==> src/rtl/core/tlfr_pkg.sv <==
`default_nettype none

package tlfr_pkg;

  // Store sizing
  localparam int unsigned MaxPayload = 64;
  localparam int unsigned PosW       = 6;

  // Register reset value
  localparam logic [15:0] TimeoutRst = 16'd10;

  // Input commands
  localparam logic CMD_BYTE = 1'b0;
  localparam logic CMD_TICK = 1'b1;

  // Result kinds
  localparam logic [1:0] KIND_EMPTY = 2'd0;
  localparam logic [1:0] KIND_BYTE  = 2'd1;
  localparam logic [1:0] KIND_DROP  = 2'd2;

  // Parser phase
  typedef enum logic [2:0] {
    PH_IDLE = 3'b001,
    PH_LEN  = 3'b010,
    PH_DATA = 3'b100
  } phase_e;

  // Controller mode
  typedef enum logic [1:0] {
    MODE_RUN   = 2'b01,
    MODE_DRAIN = 2'b10
  } mode_e;

  // One result word
  typedef struct packed {
    logic [1:0]      kind;
    logic [7:0]      frame_kind;
    logic [7:0]      frame_size;
    logic [7:0]      value;
    logic [PosW-1:0] position;
    logic            last;
  } result_t;

  // Payload store access
  typedef struct packed {
    logic            we;
    logic [PosW-1:0] waddr;
    logic [7:0]      wdata;
    logic            re;
    logic [PosW-1:0] raddr;
  } mem_req_t;

endpackage

`default_nettype wire

==> src/rtl/core/type_length_frame_receiver_core.sv <==
// Type-length frame receiver.
// Input channel (in_valid_i/in_ready_o): one word per serial byte
// (command_i = 0, rx_byte_i) or per millisecond tick (command_i = 1).
// Frames are a type byte, a length byte and that many payload bytes.
// Output channel (out_valid_o/out_ready_i): result words. An empty frame
// gives one word, a frame longer than the store gives one dropped word,
// a complete frame gives one word per payload byte, last one marked.
// cfg_we_i/cfg_wdata_i write the per-byte timeout in milliseconds; ticks
// count the silence counter down and a timeout returns parsing to idle.
// A single result is loaded into the output register in the cycle
// after its input word. A payload drain passes through the mode
// register, the store's registered read and the output register, then
// gives one byte per cycle while the output takes them; the input stays
// closed until the drain ends. The drain rate is set by the single
// registered read port of the payload store.
// Reset clears the parser to idle, the silence counter to zero and the
// timeout register to 10; the payload store is not cleared.
// When the receiver stalls, the output register holds its word and the
// input closes until that word is taken.
`default_nettype none

module type_length_frame_receiver_core #(
  parameter int unsigned MAX_PAYLOAD = tlfr_pkg::MaxPayload
) (
  input  wire logic        clk_i,
  input  wire logic        rst_ni,
  input  wire logic        in_valid_i,
  output logic             in_ready_o,
  input  wire logic        command_i,
  input  wire logic [7:0]  rx_byte_i,
  input  wire logic        cfg_we_i,
  input  wire logic [15:0] cfg_wdata_i,
  output logic             out_valid_o,
  input  wire logic        out_ready_i,
  output logic [1:0]       result_kind_o,
  output logic [7:0]       frame_kind_o,
  output logic [7:0]       frame_size_o,
  output logic [7:0]       payload_value_o,
  output logic [5:0]       payload_position_o,
  output logic             last_o
);
  import tlfr_pkg::*;

  logic [15:0] timeout_q;
  logic        out_valid_q;
  result_t     out_q;
  logic        out_free;
  logic        res_push;
  result_t     res;
  mem_req_t    mem_req;
  logic [7:0]  mem_rdata;

  // Timeout register
  always_ff @(posedge clk_i or negedge rst_ni) begin
    if (!rst_ni) begin
      timeout_q <= TimeoutRst;
    end else if (cfg_we_i) begin
      timeout_q <= cfg_wdata_i;
    end
  end

  assign out_free = !out_valid_q || out_ready_i;

  tlfr_ctrl #(
    .MaxPayload(MAX_PAYLOAD)
  ) u_ctrl (
    .clk_i      (clk_i),
    .rst_ni     (rst_ni),
    .in_valid_i (in_valid_i),
    .in_ready_o (in_ready_o),
    .command_i  (command_i),
    .rx_byte_i  (rx_byte_i),
    .timeout_i  (timeout_q),
    .out_free_i (out_free),
    .res_push_o (res_push),
    .res_o      (res),
    .mem_req_o  (mem_req),
    .mem_rdata_i(mem_rdata)
  );

  tlfr_store #(
    .Depth(MAX_PAYLOAD)
  ) u_store (
    .clk_i  (clk_i),
    .req_i  (mem_req),
    .rdata_o(mem_rdata)
  );

  // Output register: load a new word or drop the taken one
  always_ff @(posedge clk_i or negedge rst_ni) begin
    if (!rst_ni) begin
      out_valid_q <= 1'b0;
    end else if (res_push) begin
      out_valid_q <= 1'b1;
    end else if (out_ready_i) begin
      out_valid_q <= 1'b0;
    end
  end

  always_ff @(posedge clk_i) begin
    if (res_push) begin
      out_q <= res;
    end
  end

  assign out_valid_o        = out_valid_q;
  assign result_kind_o      = out_q.kind;
  assign frame_kind_o       = out_q.frame_kind;
  assign frame_size_o       = out_q.frame_size;
  assign payload_value_o    = out_q.value;
  assign payload_position_o = out_q.position;
  assign last_o             = out_q.last;

endmodule

`default_nettype wire

==> src/rtl/core/tlfr_store.sv <==
`default_nettype none

module tlfr_store #(
  parameter int unsigned Depth = 64
) (
  input  wire logic               clk_i,
  input  wire tlfr_pkg::mem_req_t req_i,
  output logic [7:0]              rdata_o
);
  import tlfr_pkg::*;

  localparam int unsigned AddrW = (Depth > 1) ? $clog2(Depth) : 1;

  logic [7:0] mem_q [Depth];
  logic [7:0] rdata_q;

  // Write one payload byte
  always_ff @(posedge clk_i) begin
    if (req_i.we) begin
      mem_q[req_i.waddr[AddrW-1:0]] <= req_i.wdata;
    end
  end

  // Registered read, held while no read is issued
  always_ff @(posedge clk_i) begin
    if (req_i.re) begin
      rdata_q <= mem_q[req_i.raddr[AddrW-1:0]];
    end
  end

  assign rdata_o = rdata_q;

endmodule

`default_nettype wire

==> src/rtl/core/tlfr_ctrl.sv <==
`default_nettype none

module tlfr_ctrl #(
  parameter int unsigned MaxPayload = tlfr_pkg::MaxPayload
) (
  input  wire logic               clk_i,
  input  wire logic               rst_ni,
  input  wire logic               in_valid_i,
  output logic                    in_ready_o,
  input  wire logic               command_i,
  input  wire logic [7:0]         rx_byte_i,
  input  wire logic [15:0]        timeout_i,
  input  wire logic               out_free_i,
  output logic                    res_push_o,
  output tlfr_pkg::result_t       res_o,
  output tlfr_pkg::mem_req_t      mem_req_o,
  input  wire logic [7:0]         mem_rdata_i
);
  import tlfr_pkg::*;

  localparam logic [7:0] LenMax = 8'(MaxPayload);

  phase_e      phase_q, phase_d;
  mode_e       mode_q, mode_d;
  logic [7:0]  type_q, type_d;
  logic [7:0]  len_q, len_d;
  logic [7:0]  taken_q, taken_d;
  logic [15:0] cnt_q, cnt_d;
  logic [7:0]  iss_q, iss_d;
  logic [7:0]  pos_q, pos_d;
  logic        dv_q, dv_d;

  logic        accept;
  logic [7:0]  mul_len;
  logic [23:0] prod;
  logic [15:0] long_reload;
  logic [7:0]  taken_inc;
  logic        single_push;
  logic [1:0]  single_kind;
  logic        drain_push;
  logic        issue;

  assign in_ready_o = (mode_q == MODE_RUN) && out_free_i;
  assign accept     = in_valid_i && in_ready_o;

  // Per-byte timeout times length, saturated
  assign mul_len     = (phase_q == PH_LEN) ? rx_byte_i : len_q;
  assign prod        = 24'(timeout_i) * 24'(mul_len);
  assign long_reload = (prod[23:16] != 8'd0) ? 16'hFFFF : prod[15:0];
  assign taken_inc   = taken_q + 8'd1;

  // Drain: read ahead one entry, hold it until the output takes it
  assign drain_push = (mode_q == MODE_DRAIN) && dv_q && out_free_i;
  assign issue      = (mode_q == MODE_DRAIN) && (iss_q < len_q) && (!dv_q || drain_push);

  // Parse bytes, run the silence counter, sequence the drain
  always_comb begin
    phase_d     = phase_q;
    mode_d      = mode_q;
    type_d      = type_q;
    len_d       = len_q;
    taken_d     = taken_q;
    cnt_d       = cnt_q;
    iss_d       = iss_q;
    pos_d       = pos_q;
    dv_d        = dv_q;
    single_push = 1'b0;
    single_kind = KIND_EMPTY;

    mem_req_o.we    = 1'b0;
    mem_req_o.waddr = taken_q[PosW-1:0];
    mem_req_o.wdata = rx_byte_i;
    mem_req_o.re    = issue;
    mem_req_o.raddr = iss_q[PosW-1:0];

    if (accept) begin
      if (command_i == CMD_TICK) begin
        if (cnt_q != 16'd0) begin
          cnt_d = cnt_q - 16'd1;
          if (cnt_q == 16'd1) begin
            phase_d = PH_IDLE;
          end
        end
      end else begin
        unique case (phase_q)
          PH_IDLE: begin
            type_d  = rx_byte_i;
            taken_d = 8'd0;
            cnt_d   = timeout_i;
            phase_d = PH_LEN;
          end
          PH_LEN: begin
            len_d   = rx_byte_i;
            taken_d = 8'd0;
            cnt_d   = long_reload;
            if (rx_byte_i == 8'd0) begin
              single_push = 1'b1;
              single_kind = KIND_EMPTY;
              phase_d     = PH_IDLE;
            end else begin
              phase_d = PH_DATA;
            end
          end
          PH_DATA: begin
            cnt_d        = (taken_q == 8'd0) ? timeout_i : long_reload;
            mem_req_o.we = (taken_q < LenMax);
            taken_d      = taken_inc;
            if (taken_inc >= len_q) begin
              phase_d = PH_IDLE;
              if (len_q > LenMax) begin
                single_push = 1'b1;
                single_kind = KIND_DROP;
              end else begin
                mode_d = MODE_DRAIN;
                iss_d  = 8'd0;
                dv_d   = 1'b0;
              end
            end
          end
          default: begin
            phase_d = PH_IDLE;
          end
        endcase
      end
    end

    // Advance the read pointer or drop the taken entry
    if (issue) begin
      dv_d  = 1'b1;
      pos_d = iss_q;
      iss_d = iss_q + 8'd1;
    end else if (drain_push) begin
      dv_d = 1'b0;
    end
    if (drain_push && ((pos_q + 8'd1) == len_q)) begin
      mode_d = MODE_RUN;
    end
  end

  // Result word
  always_comb begin
    res_o.frame_kind = type_q;
    res_o.frame_size = len_q;
    if (mode_q == MODE_DRAIN) begin
      res_o.kind     = KIND_BYTE;
      res_o.value    = mem_rdata_i;
      res_o.position = pos_q[PosW-1:0];
      res_o.last     = ((pos_q + 8'd1) == len_q);
    end else begin
      res_o.kind     = single_kind;
      res_o.value    = 8'd0;
      res_o.position = '0;
      res_o.last     = 1'b1;
    end
    // The empty-frame result carries the length just taken
    if (single_push) begin
      res_o.frame_size = len_d;
    end
  end

  assign res_push_o = single_push || drain_push;

  always_ff @(posedge clk_i or negedge rst_ni) begin
    if (!rst_ni) begin
      phase_q <= PH_IDLE;
      mode_q  <= MODE_RUN;
      type_q  <= 8'd0;
      len_q   <= 8'd0;
      taken_q <= 8'd0;
      cnt_q   <= 16'd0;
      iss_q   <= 8'd0;
      pos_q   <= 8'd0;
      dv_q    <= 1'b0;
    end else begin
      phase_q <= phase_d;
      mode_q  <= mode_d;
      type_q  <= type_d;
      len_q   <= len_d;
      taken_q <= taken_d;
      cnt_q   <= cnt_d;
      iss_q   <= iss_d;
      pos_q   <= pos_d;
      dv_q    <= dv_d;
    end
  end

endmodule

`default_nettype wire

==> config.mk <==
export PLATFORM = sky130hd
export DESIGN_NAME = type_length_frame_receiver_core
export DESIGN_NICKNAME = d
export VERILOG_FILES = /design/src/rtl/core/tlfr_pkg.sv /design/src/rtl/core/type_length_frame_receiver_core.sv /design/src/rtl/core/tlfr_store.sv /design/src/rtl/core/tlfr_ctrl.sv
export SDC_FILE = /design/constraint.sdc
export NUM_CORES = 1
export LEC_CHECK = 0
export BUFFER_PORTS_ARGS = -buffer_cell sky130_fd_sc_hd__buf_4
export CORE_MARGIN = 8
export CORE_UTILIZATION = 55
export DETAILED_ROUTE_END_ITERATION = 10
export PLACE_DENSITY = 0.74
export SYNTH_ARGS = -nofsm -noshare
export SYNTH_HDL_FRONTEND = slang
export SYNTH_SLANG_ARGS = --single-unit
==> constraint.sdc <==
create_clock -name clk_i -period 6.35 [get_ports clk_i]
set_clock_uncertainty 0.1 [all_clocks]
set_input_delay 1.27 -clock clk_i [delete_from_list [all_inputs] [get_ports clk_i]]
set_output_delay 1.27 -clock clk_i [all_outputs]
set_load 0.02 [all_outputs]
# After elaboration in Yosys (flattened, before gate mapping)
# Memory sizes are Yosys's and may differ from the RTL's. A register that Yosys moved wholly into a read port is not among the register bits.
# Index checks and enable logic that the tools add are counted.
word_totals:
  regBits: 112
  ramBits: 512
  out_inout_bits: 35
  elab_cells: 138
  mem_count: 1
op_classes:
  add_sub_neg: 4
  multipliers: 1
  order_cmp: 4
  eq_ne: 16
  mux: 53
  n_bitwise: 4
  reduce_logical: 37
mem_list:
  columns: ["name", "depth", "width", "read_ports", "rd_ports_with_merged_regs", "wr", "line_no", "rtl"]
  rows:
  - ["u_store.mem_q", 64, 8, 1, 1, 1, "tlfr_store.sv:14", "logic [7:0] mem_q [Depth];"]
op_table:
  columns: ["op", "count"]
  rows:
  - ["two-way mux 8 bit", 10]
  - ["two-way mux 16 bit", 4]
  - ["one-hot mux 16 bit (3 select lines)", 1]
  - ["adder 8 x 1 -> 8 bit, second input constant", 3]
  - ["multiplier 16 x 8 -> 24 bit", 1]
  - ["two-way mux 1 bit", 23]
  - ["== test 16 x 1 -> 1 bit, second input constant", 1]
  - ["logical NOT 8 bit", 2]
  - ["one-hot mux 8 bit (2 select lines)", 1]
  - ["nonzero test 16 bit", 1]
  - ["nonzero test 2 bit", 8]
  - ["subtractor 16 x 1 -> 16 bit, second input constant", 1]
  - ["two-way mux 3 bit", 5]
  - ["AND reduction 5 bit", 3]
  - ["two-way mux 2 bit", 7]
  - ["!= test 2 x 1 -> 1 bit, second input constant", 5]
  - ["one-hot mux 3 bit (3 select lines)", 1]
  - ["AND reduction 3 bit", 3]
  - ["nonzero test 3 bit", 3]
  - ["== test 8 bit", 1]
  - ["greater-or-equal comparator 8 bit", 1]
  - ["> comparator 8 x 7 -> 1 bit, second input constant", 1]
  - ["less-than comparator 8 x 7 -> 1 bit, second input constant", 1]
  - ["less-than comparator 8 bit", 1]
  - ["other kinds (18)", 31]

# Depth between registers and ports, before layout
# Gate-level depths: netlist of run 1.
depth:
  word_depth: 8
  mapped_depth: 27
  depth_no_buf: 23

# Hierarchy
# From an unflattened synthesis of run 1, not the netlist that was laid out.
unflattened:
  cells_unflattened: 2036
  area_unflattened_um2: 30728.2
by_module_without_submodules:
  columns: ["module", "n_inst", "cells_each", "area_per_inst_um2", "seq_area_each_um2"]
  rows:
  - ["tlfr_store", 1, 940, 20246.9, 15615.0]
  - ["tlfr_ctrl", 1, 1026, 8800.9, 1554.0]
  - ["type_length_frame_receiver_core", 1, 70, 1680.4, 1418.9]

# Worst setup path before layout of run 1
# OpenSTA, ideal clock, no wires.
synth_timing:
  path_type: "register to register"
  startpoint: "reg u_ctrl.phase_q[0]"
  endpoint: "reg u_ctrl.cnt_q[1]"
  setup_ps: 137
  arrival_time_ps: 6182
  path_slack_ps: -68
  stages_incl_launch_ff: 24
  n_path_buf: 4
  period_less_slack_ps: 6418
  cell_sequence: "dfstp_2 > clkbuf_1 > nor3_1 > clkbuf_1 > a21o_1 > clkbuf_1 > nand2_1 > fa_1 > inv_1 > fa_1 > fa_1 > inv_1 > fa_1 > inv_1 > ha_1 > a21oi_1 > o21ai_1 > a31o_1 > a211o_1 > a2111oi_2 > nand4_1 > buf_2 > a2111oi_4 > o22ai_1"
synth_via:
  elab_chain_len: 8
  word_cells_on_any_way: 12
  cone_classes: "mul: 1; eq/ne: 3; mux: 5; reduce/logical: 3"
synth_lines:
  columns: ["item", "line_no", "rtl"]
  rows:
  - ["start: declaration", "tlfr_ctrl.sv:23", "phase_e phase_q, phase_d;"]
  - ["start signal: assignment", "tlfr_ctrl.sv:175", "phase_q <= phase_d;"]
  - ["== test 3 x 2 -> 1 bit", "tlfr_ctrl.sv:47, tlfr_ctrl.sv:85", null]
  - ["two-way mux 8 bit", "tlfr_ctrl.sv:47", "assign mul_len = (phase_q == PH_LEN) ? rx_byte_i : len_q;"]
  - ["multiplier 16 x 8 -> 24 bit", "tlfr_ctrl.sv:48", "assign prod = 24'(timeout_i) * 24'(mul_len);"]
  - ["nonzero test 8 bit", "tlfr_ctrl.sv:49", "assign long_reload = (prod[23:16] != 8'd0) ? 16'hFFFF : prod[15:0];"]
  - ["two-way mux 16 bit", "tlfr_ctrl.sv:49", null]
  - ["two-way mux 16 bit", "tlfr_ctrl.sv:105", "cnt_d = (taken_q == 8'd0) ? timeout_i : long_reload;"]
  - ["one-hot mux 16 bit (3 select lines)", "tlfr_ctrl.sv:85", "unique case (phase_q)"]
  - ["two-way mux 16 bit", "tlfr_ctrl.sv:77", "if (command_i == CMD_TICK) begin"]
  - ["end signal: assignment", "tlfr_ctrl.sv:180", "cnt_q <= cnt_d;"]
  - ["end: declaration", "tlfr_ctrl.sv:28", "logic [15:0] cnt_q, cnt_d;"]
# Several ways; a longest one is shown, not always the timed one.
# A chain may end at the register's enable or synchronous reset.

# Worst setup path after layout of run 1
layout_timing:
  startpoint: "reg u_ctrl.phase_q[2]"
  endpoint: "reg u_ctrl.cnt_q[14]"
# The elaborated chain is that of the path after synthesis.

==> impl_metrics.csv, run 1 <==
group,metric,value,unit
logic_synthesis,synth_edf_count,553,
drt,vias,17206,
logic_synthesis,syn-num-nets,2046,
drt,wl_per_cell,25.9,um
logic_synthesis,yosys-top-cells-count,"553 x edfxtp_1, 168 x mux4_2, 116 x nor2_1, 108 x inv_1, 89 x nand2_1",
timing,fmax,0.164,GHz
logic_synthesis,synth_top_cell_by_area,"edfxtp_1",
layout,fin_area,33700,um2
drt,viasPerCell,6.28,
logic_synthesis,netlist_instances,1867,
status,status,"completed",
power_and_ir_drop,p_leak,12.0,nW
timing,slew_viol_final,0,
drt,drtIter0Drc,1728,
layout,area_growth_syn_to_layout,12.6,%
floorplanning,start_util,55.7,%
setup_path,crit_required,6.73,ns
setup_path,cp.arrival,6.50,ns
global_route,grt_start_max_net_pins,80,
clock_tree,cts_tree,"built",
logic_synthesis,yosysUniqueCellTypes,73,
logic_synthesis,syn_area,30000,um2
setup_path,cp_max_fo,11,
setup_path,criticalPathCategory,"register to register",
setup_path,endpoint_kind,"register",
place,io_buffer_count,64,
power_and_ir_drop,irDropWorstVdd,0.231,mV
clock_tree,cts_root_buffer,"clkbuf_16",
timing,max-slew-margin-rel,21.9,%
global_route,first_global_vias,17604,
setup_path,reg2regPathDepth,23,
clock_tree,path_clk_slew,0.06,ns
drt,wl,70900,um
timing,tightest_slew,1.17,ns
logic_synthesis,synth_top_area_share,55.4,%
place,detailed_place_hpwl,46000,um
global_route,grt_usage,22.8,%
clock_tree,clk_path_buf_depth,3,
global_route,gr-total-overflow,0,
floorplanning,die_x,249,um
timing,final_hold_viol_count,0,
logic_synthesis,synth.top_cells.by_area,"edfxtp_1 55%, mux4_2 13%, dfrtp_1 6.3%, fa_1 5.6%, ha_1 2.7%",
logic_synthesis,ys_ff_latch,632,
floorplanning,io_pins,65,
place,place_area,31700,um2
drt,ant_nets,0,
drt,drt_pre_antenna_iters,5,
timing,fin_crit_sh,96.3,%
timing,finalSetupViolCount,0,
clock_tree,ctsHoldBuffers,0,
global_route,antenna_found_initial,2,
timing,layout_min_cycle_time,6.12,ns
clock_tree,cts.sinks,632,
global_route,grt_pass1_wl,109000,um
hold_path,min_path_type,"register to register",
layout,drive_above_1_share,23.7,%
drt,drc_errors,0,
clock_tree,cts_buffers,61,
logic_synthesis,yosysSeqAreaShare,62.0,%
logic_synthesis,avgSynthCellArea,16.0,um2
power_and_ir_drop,p_per_area,239,nW/um2
layout,fin_cells,2741,
logic_synthesis,synthArstFlopShare,12.5,%
hold_path,min_delay_path_depth,0,
layout,nets,2179,
setup_path,crit_path_start_kind,"register",
floorplanning,rows,85,
flow_run,maxCapViolCount,0,
clock_tree,htreeDepth,2,
floorplanning,die_area,62200,um2
logic_synthesis,synth_most_common_cell,"edfxtp_1",
place,gp_congestion,0.879,
floorplanning,die_y,249,um
floorplanning,core-area,53800,um2
logic_synthesis,synth_flop_cell,"edfxtp_1",
clock_tree,clock_latency,0.63,ns
logic_synthesis,yosys_warnings,0,
place,dp_cells,2628,
[report_power, final]
part	internal (W)	switching [W]	leakage [nW]
Combinational	0.0000340	0.0000897	5.06
Clock	0.00186	0.00153	0.918
Sequential	0.00452	0.0000415	6.01
[worst paths after layout]
path                                    from          endpoint  slack [ns]
setup / recovery           u_ctrl.phase_q[2]  u_ctrl.cnt_q[14]        0.23
hold / removal              u_ctrl.type_q[2]   frame_kind_o[2]        0.35
setup reg to reg           u_ctrl.phase_q[2]  u_ctrl.cnt_q[14]        0.23
hold reg to reg             u_ctrl.type_q[2]   frame_kind_o[2]        0.35
max in group asynchronous             rst_ni   u_ctrl.iss_q[1]        4.63
min in group asynchronous             rst_ni  u_ctrl.type_q[1]        0.73
[logic make-up (layout without fill, tap and decap cells)]
| group | count (synthesis) | in the layout | share of synthesized area [%] |
|---|---|---|---|
| and+or+nand+nor | 429 | 429 | 7.17 |
| other | 0 | 1 | 0 |
| adders and majority gates | 149 | 149 | 8.33 |
| buffers and inverters | 205 | 382 | 2.68 |
| AOI/OAI and AO/OA | 208 | 208 | 4.61 |
| DFF | 632 | 632 | 62.0 |
| xor gates and xnor gates | 33 | 33 | 0.965 |
| muxes | 211 | 211 | 14.2 |
[routing by layer]
layer | vias to the layer above | share of wire, % | global-route usage [%]
li1 | 7350 | - | -
met1 | 8960 | 41 | 32.3
met2 | 793 | 47 | 35.9
met3 | 103 | 9.2 | 5.59
met4 | 0 | 1.9 | 4.98
met5 | - | 0 | 0
[flip-flops by register name, summed over array words and instances (netlist names)]
name / flops
u_ctrl.cnt_q: 16
payload_value_o: 8
timeout_q: 16
payload_position_o: 6
u_ctrl.taken_q: 8
u_ctrl.len_q: 8
u_store.rdata_o: 8
result_kind_o: 2
frame_kind_o: 8
u_ctrl.phase_q: 3
u_store.mem_q: 512
u_ctrl.iss_q: 8
last_o: 1
out_valid_o: 1
u_ctrl.type_q: 8
u_ctrl.mode_q: 2
frame_size_o: 8
u_ctrl.dv_q: 1
u_ctrl.pos_q: 8
[layout by cell type (no fill, tap or decap), drive strengths merged, types with 15 or more instances in the layout]
| cell type | instances |
|---|---|
| a21o | 19 |
| a21oi | 50 |
| and2 | 86 |
| buf | 161 |
| clkbuf | 67 |
| clkinv | 34 |
| dfrtp | 75 |
| edfxtp | 553 |
| fa | 84 |
| ha | 65 |
| inv | 116 |
| mux2 | 32 |
| mux4 | 168 |
| nand2 | 90 |
| nand3 | 18 |
| nor2 | 117 |
| nor2b | 35 |
| nor3 | 19 |
| o21ai | 64 |
| xnor2 | 15 |
| xor2 | 18 |
[area by class of cell]
type | instances | area, um2
fill | 3834 | 20100
multi-input combinational | 1030 | 10700
sequential | 632 | 18600
antenna | 1 | 2.50
tap | 696 | 871
clock inverter | 40 | 284
timing repair buffer | 161 | 1280
inverter | 114 | 428
clock buffer | 67 | 1570
[through the flow]
step | power, W | util [%] | TNS (ns) | hold WS [ns] | setup slack (ns)
final | 0.00807 | 62.7 | 0 | 0.349 | 0.235
after global routing | 0.00827 | 62.7 | -0.512 | 0.356 | -0.0754
after CTS | 0.00812 | 62.4 | 0 | 0.344 | 0.0189
after detailed placement | 0.00477 | 58.9 | -4.35 | 0.334 | -0.384
after global placement | 0.00477 | 58.9 | -2.92 | 0.327 | -0.243
after floorplan | 0.00465 | - | 0 | 0.319 | 0.00658
[worst max-delay path, cell delays in order, from the launching register on]
cell       delay [ns]
dfrtp_2          0.45
nor3_4           0.22
buf_6            0.18
nor2_2           0.09
a21o_4           0.22
buf_12           0.13
and2_1           0.17
fa_1             0.51
fa_1             0.50
fa_1             0.49
inv_1            0.05
fa_1             0.47
inv_1            0.04
ha_1             0.32
a21oi_1          0.20
o21ai_0          0.14
nor2_2           0.20
o21ai_4          0.10
a211o_1          0.27
a2111oi_2        0.34
nand4_1          0.12
buf_4            0.18
a2111oi_1        0.39
o21ai_1          0.10
[repair_timing]
item,in CTS,in global routing
gates resized for setup,3,28
buffers inserted,0,5
endpoints found under the hold margin,0,0
endpoints found under the setup margin,3,16
pin swaps,0,3
No activity file was read; power rests on OpenSTA's default activity.
==> inputs of run 2 (changes only) <==
--- a/config.mk
+++ b/config.mk
@@ -9,7 +9,7 @@
 export CORE_MARGIN = 8
 export CORE_UTILIZATION = 55
 export DETAILED_ROUTE_END_ITERATION = 10
-export PLACE_DENSITY = 0.74
+export PLACE_DENSITY = 0.79
 export SYNTH_ARGS = -nofsm -noshare
 export SYNTH_HDL_FRONTEND = slang
 export SYNTH_SLANG_ARGS = --single-unit
==> run 2 against run 1 <==
Sequential power hardly changed. Sequential cell count unchanged. Via count increased by 2.7%. Die area is the same. Global-route usage increased by 1.3 points. Hold slack gained 0.00065 ns. Wire length is 7.4% higher. Count of clock-buffer cells in the layout up 14. Power grew 0.74%. Sequential share of layout area shrank 0.34 points. Cell count increased by 0.40%. Largest cell class unchanged.
==> impl_metrics.csv, run 2 (same netlist as run 1, synthesis figures left out) <==
group,metric,value,unit
clock_tree,cts_root_buffer,"clkbuf_16",
hold_path,min_path_type,"register to register",
setup_path,ff2ff_setup_slack,0.16,ns
status,status,"completed",
global_route,grt_usage,24.0,%
global_route,grt_start_max_net_pins,80,
floorplanning,die_x,249,um
setup_path,rr_endpoint,"u_ctrl.cnt_q[5]",
clock_tree,path_clk_slew,0.06,ns
setup_path,worstSetupEndpoint,"u_ctrl.cnt_q[5]",
timing,setup-tns-final,0,ns
drt,drt_pre_antenna_iters,7,
floorplanning,io_pins,65,
global_route,first_global_vias,17996,
clock_tree,cts_buffers,60,
clock_tree,cts.sinks,632,
layout,area_growth_syn_to_layout,13.3,%
clock_tree,ctsHoldBuffers,0,
floorplanning,core-area,53800,um2
layout,num_antenna_cells,0,
drt,drtIter0Drc,1979,
setup_path,crit_required,6.72,ns
setup_path,cp.arrival,6.55,ns
global_route,grt_pass1_wl,114000,um
timing,fin_crit_sh,97.4,%
drt,vias,17672,
timing,layout_min_cycle_time,6.19,ns
setup_path,crit_path_start_kind,"register",
floorplanning,start_util,55.7,%
layout,final.fill_count,3636,
timing,finalSetupViolCount,0,
clock_tree,htreeDepth,2,
layout,final_cell_mix,"553 x edfxtp_1, 168 x mux4_2, 162 x buf_4",
layout,drive_above_1_share,25.0,%
timing,final_hold_viol_count,0,
setup_path,endpoint_kind,"register",
layout,nets,2187,
setup_path,reg2regPathDepth,25,
global_route,grt_use_met1,32.2,%
floorplanning,die_y,249,um
layout,largest_reg_flops,512,
floorplanning,rows,85,
drt,wl,76200,um
timing,fmax,0.162,GHz
power_and_ir_drop,p_leak,12.0,nW
place,io_buffer_count,64,
drt,viasPerCell,6.42,
place,detailed_place_hpwl,46400,um
setup_path,criticalPathCategory,"register to register",
global_route,antenna_found_initial,3,
clock_tree,cts_tree,"built",
timing,slew_viol_final,0,
layout,fin_cells,2752,
place,gp_congestion,0.885,
global_route,grt_util_met3,5.17,%
floorplanning,die_area,62200,um2
power_and_ir_drop,irDropWorstVdd,0.232,mV
global_route,grt.met2_usage,39.3,%
timing,max-slew-margin-rel,11.8,%
layout,final_common_cell,"edfxtp_1",
setup_path,cp_max_fo,7,
drt,wl_per_cell,27.7,um
drt,ant_nets,0,
setup_path,rr_startpoint,"u_ctrl.phase_q[2]",
clock_tree,clk_path_buf_depth,3,
power_and_ir_drop,p_per_area,240,nW/um2
global_route,grt-busiest-layer,"met2",
drt,drc_errors,0,
place,dp_cells,2632,
global_route,gr-total-overflow,0,
clock_tree,clock_latency,0.65,ns
flow_run,maxCapViolCount,0,
timing,tightest_slew,1.32,ns
setup_path,crit_start,"u_ctrl.phase_q[2]",
## run 2: power breakdown
part	internal [W]	switching [W]	leakage (nW)	total, W
Sequential	0.00452	0.0000403	6.01	0.00456
Clock	0.00191	0.00153	0.921	0.00344
Combinational	0.0000336	0.0000928	5.10	0.000126
Total	0.00647	0.00167	12.0	0.00813
## run 2: stage by stage
| stage | utilization [%] | setup WS [ns] | cell area (um2) | hold slack (ns) | power [W] |
|---|---|---|---|---|---|
| 6_report | 63.1 | 0.165 | 33900 | 0.349 | 0.00813 |
| 5_1_grt | 63.1 | -0.00826 | 33900 | 0.362 | 0.00831 |
| 4_1_cts | 62.4 | 0.0180 | 33600 | 0.348 | 0.00816 |
| 3_5_place_dp | 58.9 | -0.485 | 31700 | 0.334 | 0.00477 |
| 3_3_place_gp | 58.9 | -0.342 | 31700 | 0.329 | 0.00476 |
| 2_1_floorplan | - | 0.00658 | 30000 | 0.319 | 0.00465 |
## run 2: what timing repair did
item	4_1_cts	5_1_grt
buffers inserted	0	7
setup endpoints to repair	12	16
gates resized for setup	3	57
cloned	0	3
pin swaps	0	14
## run 2: layout make-up
cell class                 instances  area (um2)  area share [%]
sequential                       632       18600            54.8
multi-input combinational       1032       10800            31.9
clock buffer                      81        1620            4.78
timing repair buffer             168        1320            3.90
tap                              696         871            2.57
inverter                         114         428            1.26
clock inverter                    29         251           0.741
## run 2: how the worst min path moves through the flow
stage | startpoint | end | slack (ns) | cells after the start
3_3_place_gp | u_ctrl.type_q[1] | frame_kind_o[1] | 0.33 | 0
5_1_grt | u_ctrl.type_q[6] | frame_kind_o[6] | 0.36 | 0
2_1_floorplan | u_ctrl.type_q[0] | frame_kind_o[0] | 0.32 | 0
3_5_place_dp | u_ctrl.type_q[6] | frame_kind_o[6] | 0.33 | 0
6_report | u_ctrl.type_q[6] | frame_kind_o[6] | 0.35 | 0
4_1_cts | u_ctrl.type_q[6] | frame_kind_o[6] | 0.35 | 0
## run 2: metal layers
| layer | part of all wire, % | wire [um] | vias up |
|---|---|---|---|
| li1 | - | - | 7367 |
| met1 | 38 | 28700 | 8976 |
| met2 | 49 | 37200 | 1135 |
| met3 | 10 | 7760 | 188 |
| met4 | 3.3 | 2530 | 6 |
| met5 | 0.052 | 40 | - |
## run 2: worst max-delay path: stages (launching register included)
cell and delay (ns):
dfrtp_1 0.40, nor3_4 0.25, buf_12 0.17, buf_12 0.11, nor2_1 0.05, a21o_4 0.24, buf_4 0.19, and2_1 0.17
fa_2 0.34, fa_1 0.49, fa_1 0.56, inv_1 0.05, fa_1 0.47, inv_1 0.06, ha_4 0.28, o211ai_1 0.09
a21o_1 0.19, a2111o_1 0.47, nand2_2 0.10, mux2i_2 0.09, a2111oi_4 0.34, nand4_1 0.18, buf_6 0.18, buf_4 0.16
a211oi_1 0.25, nor2b_1 0.08
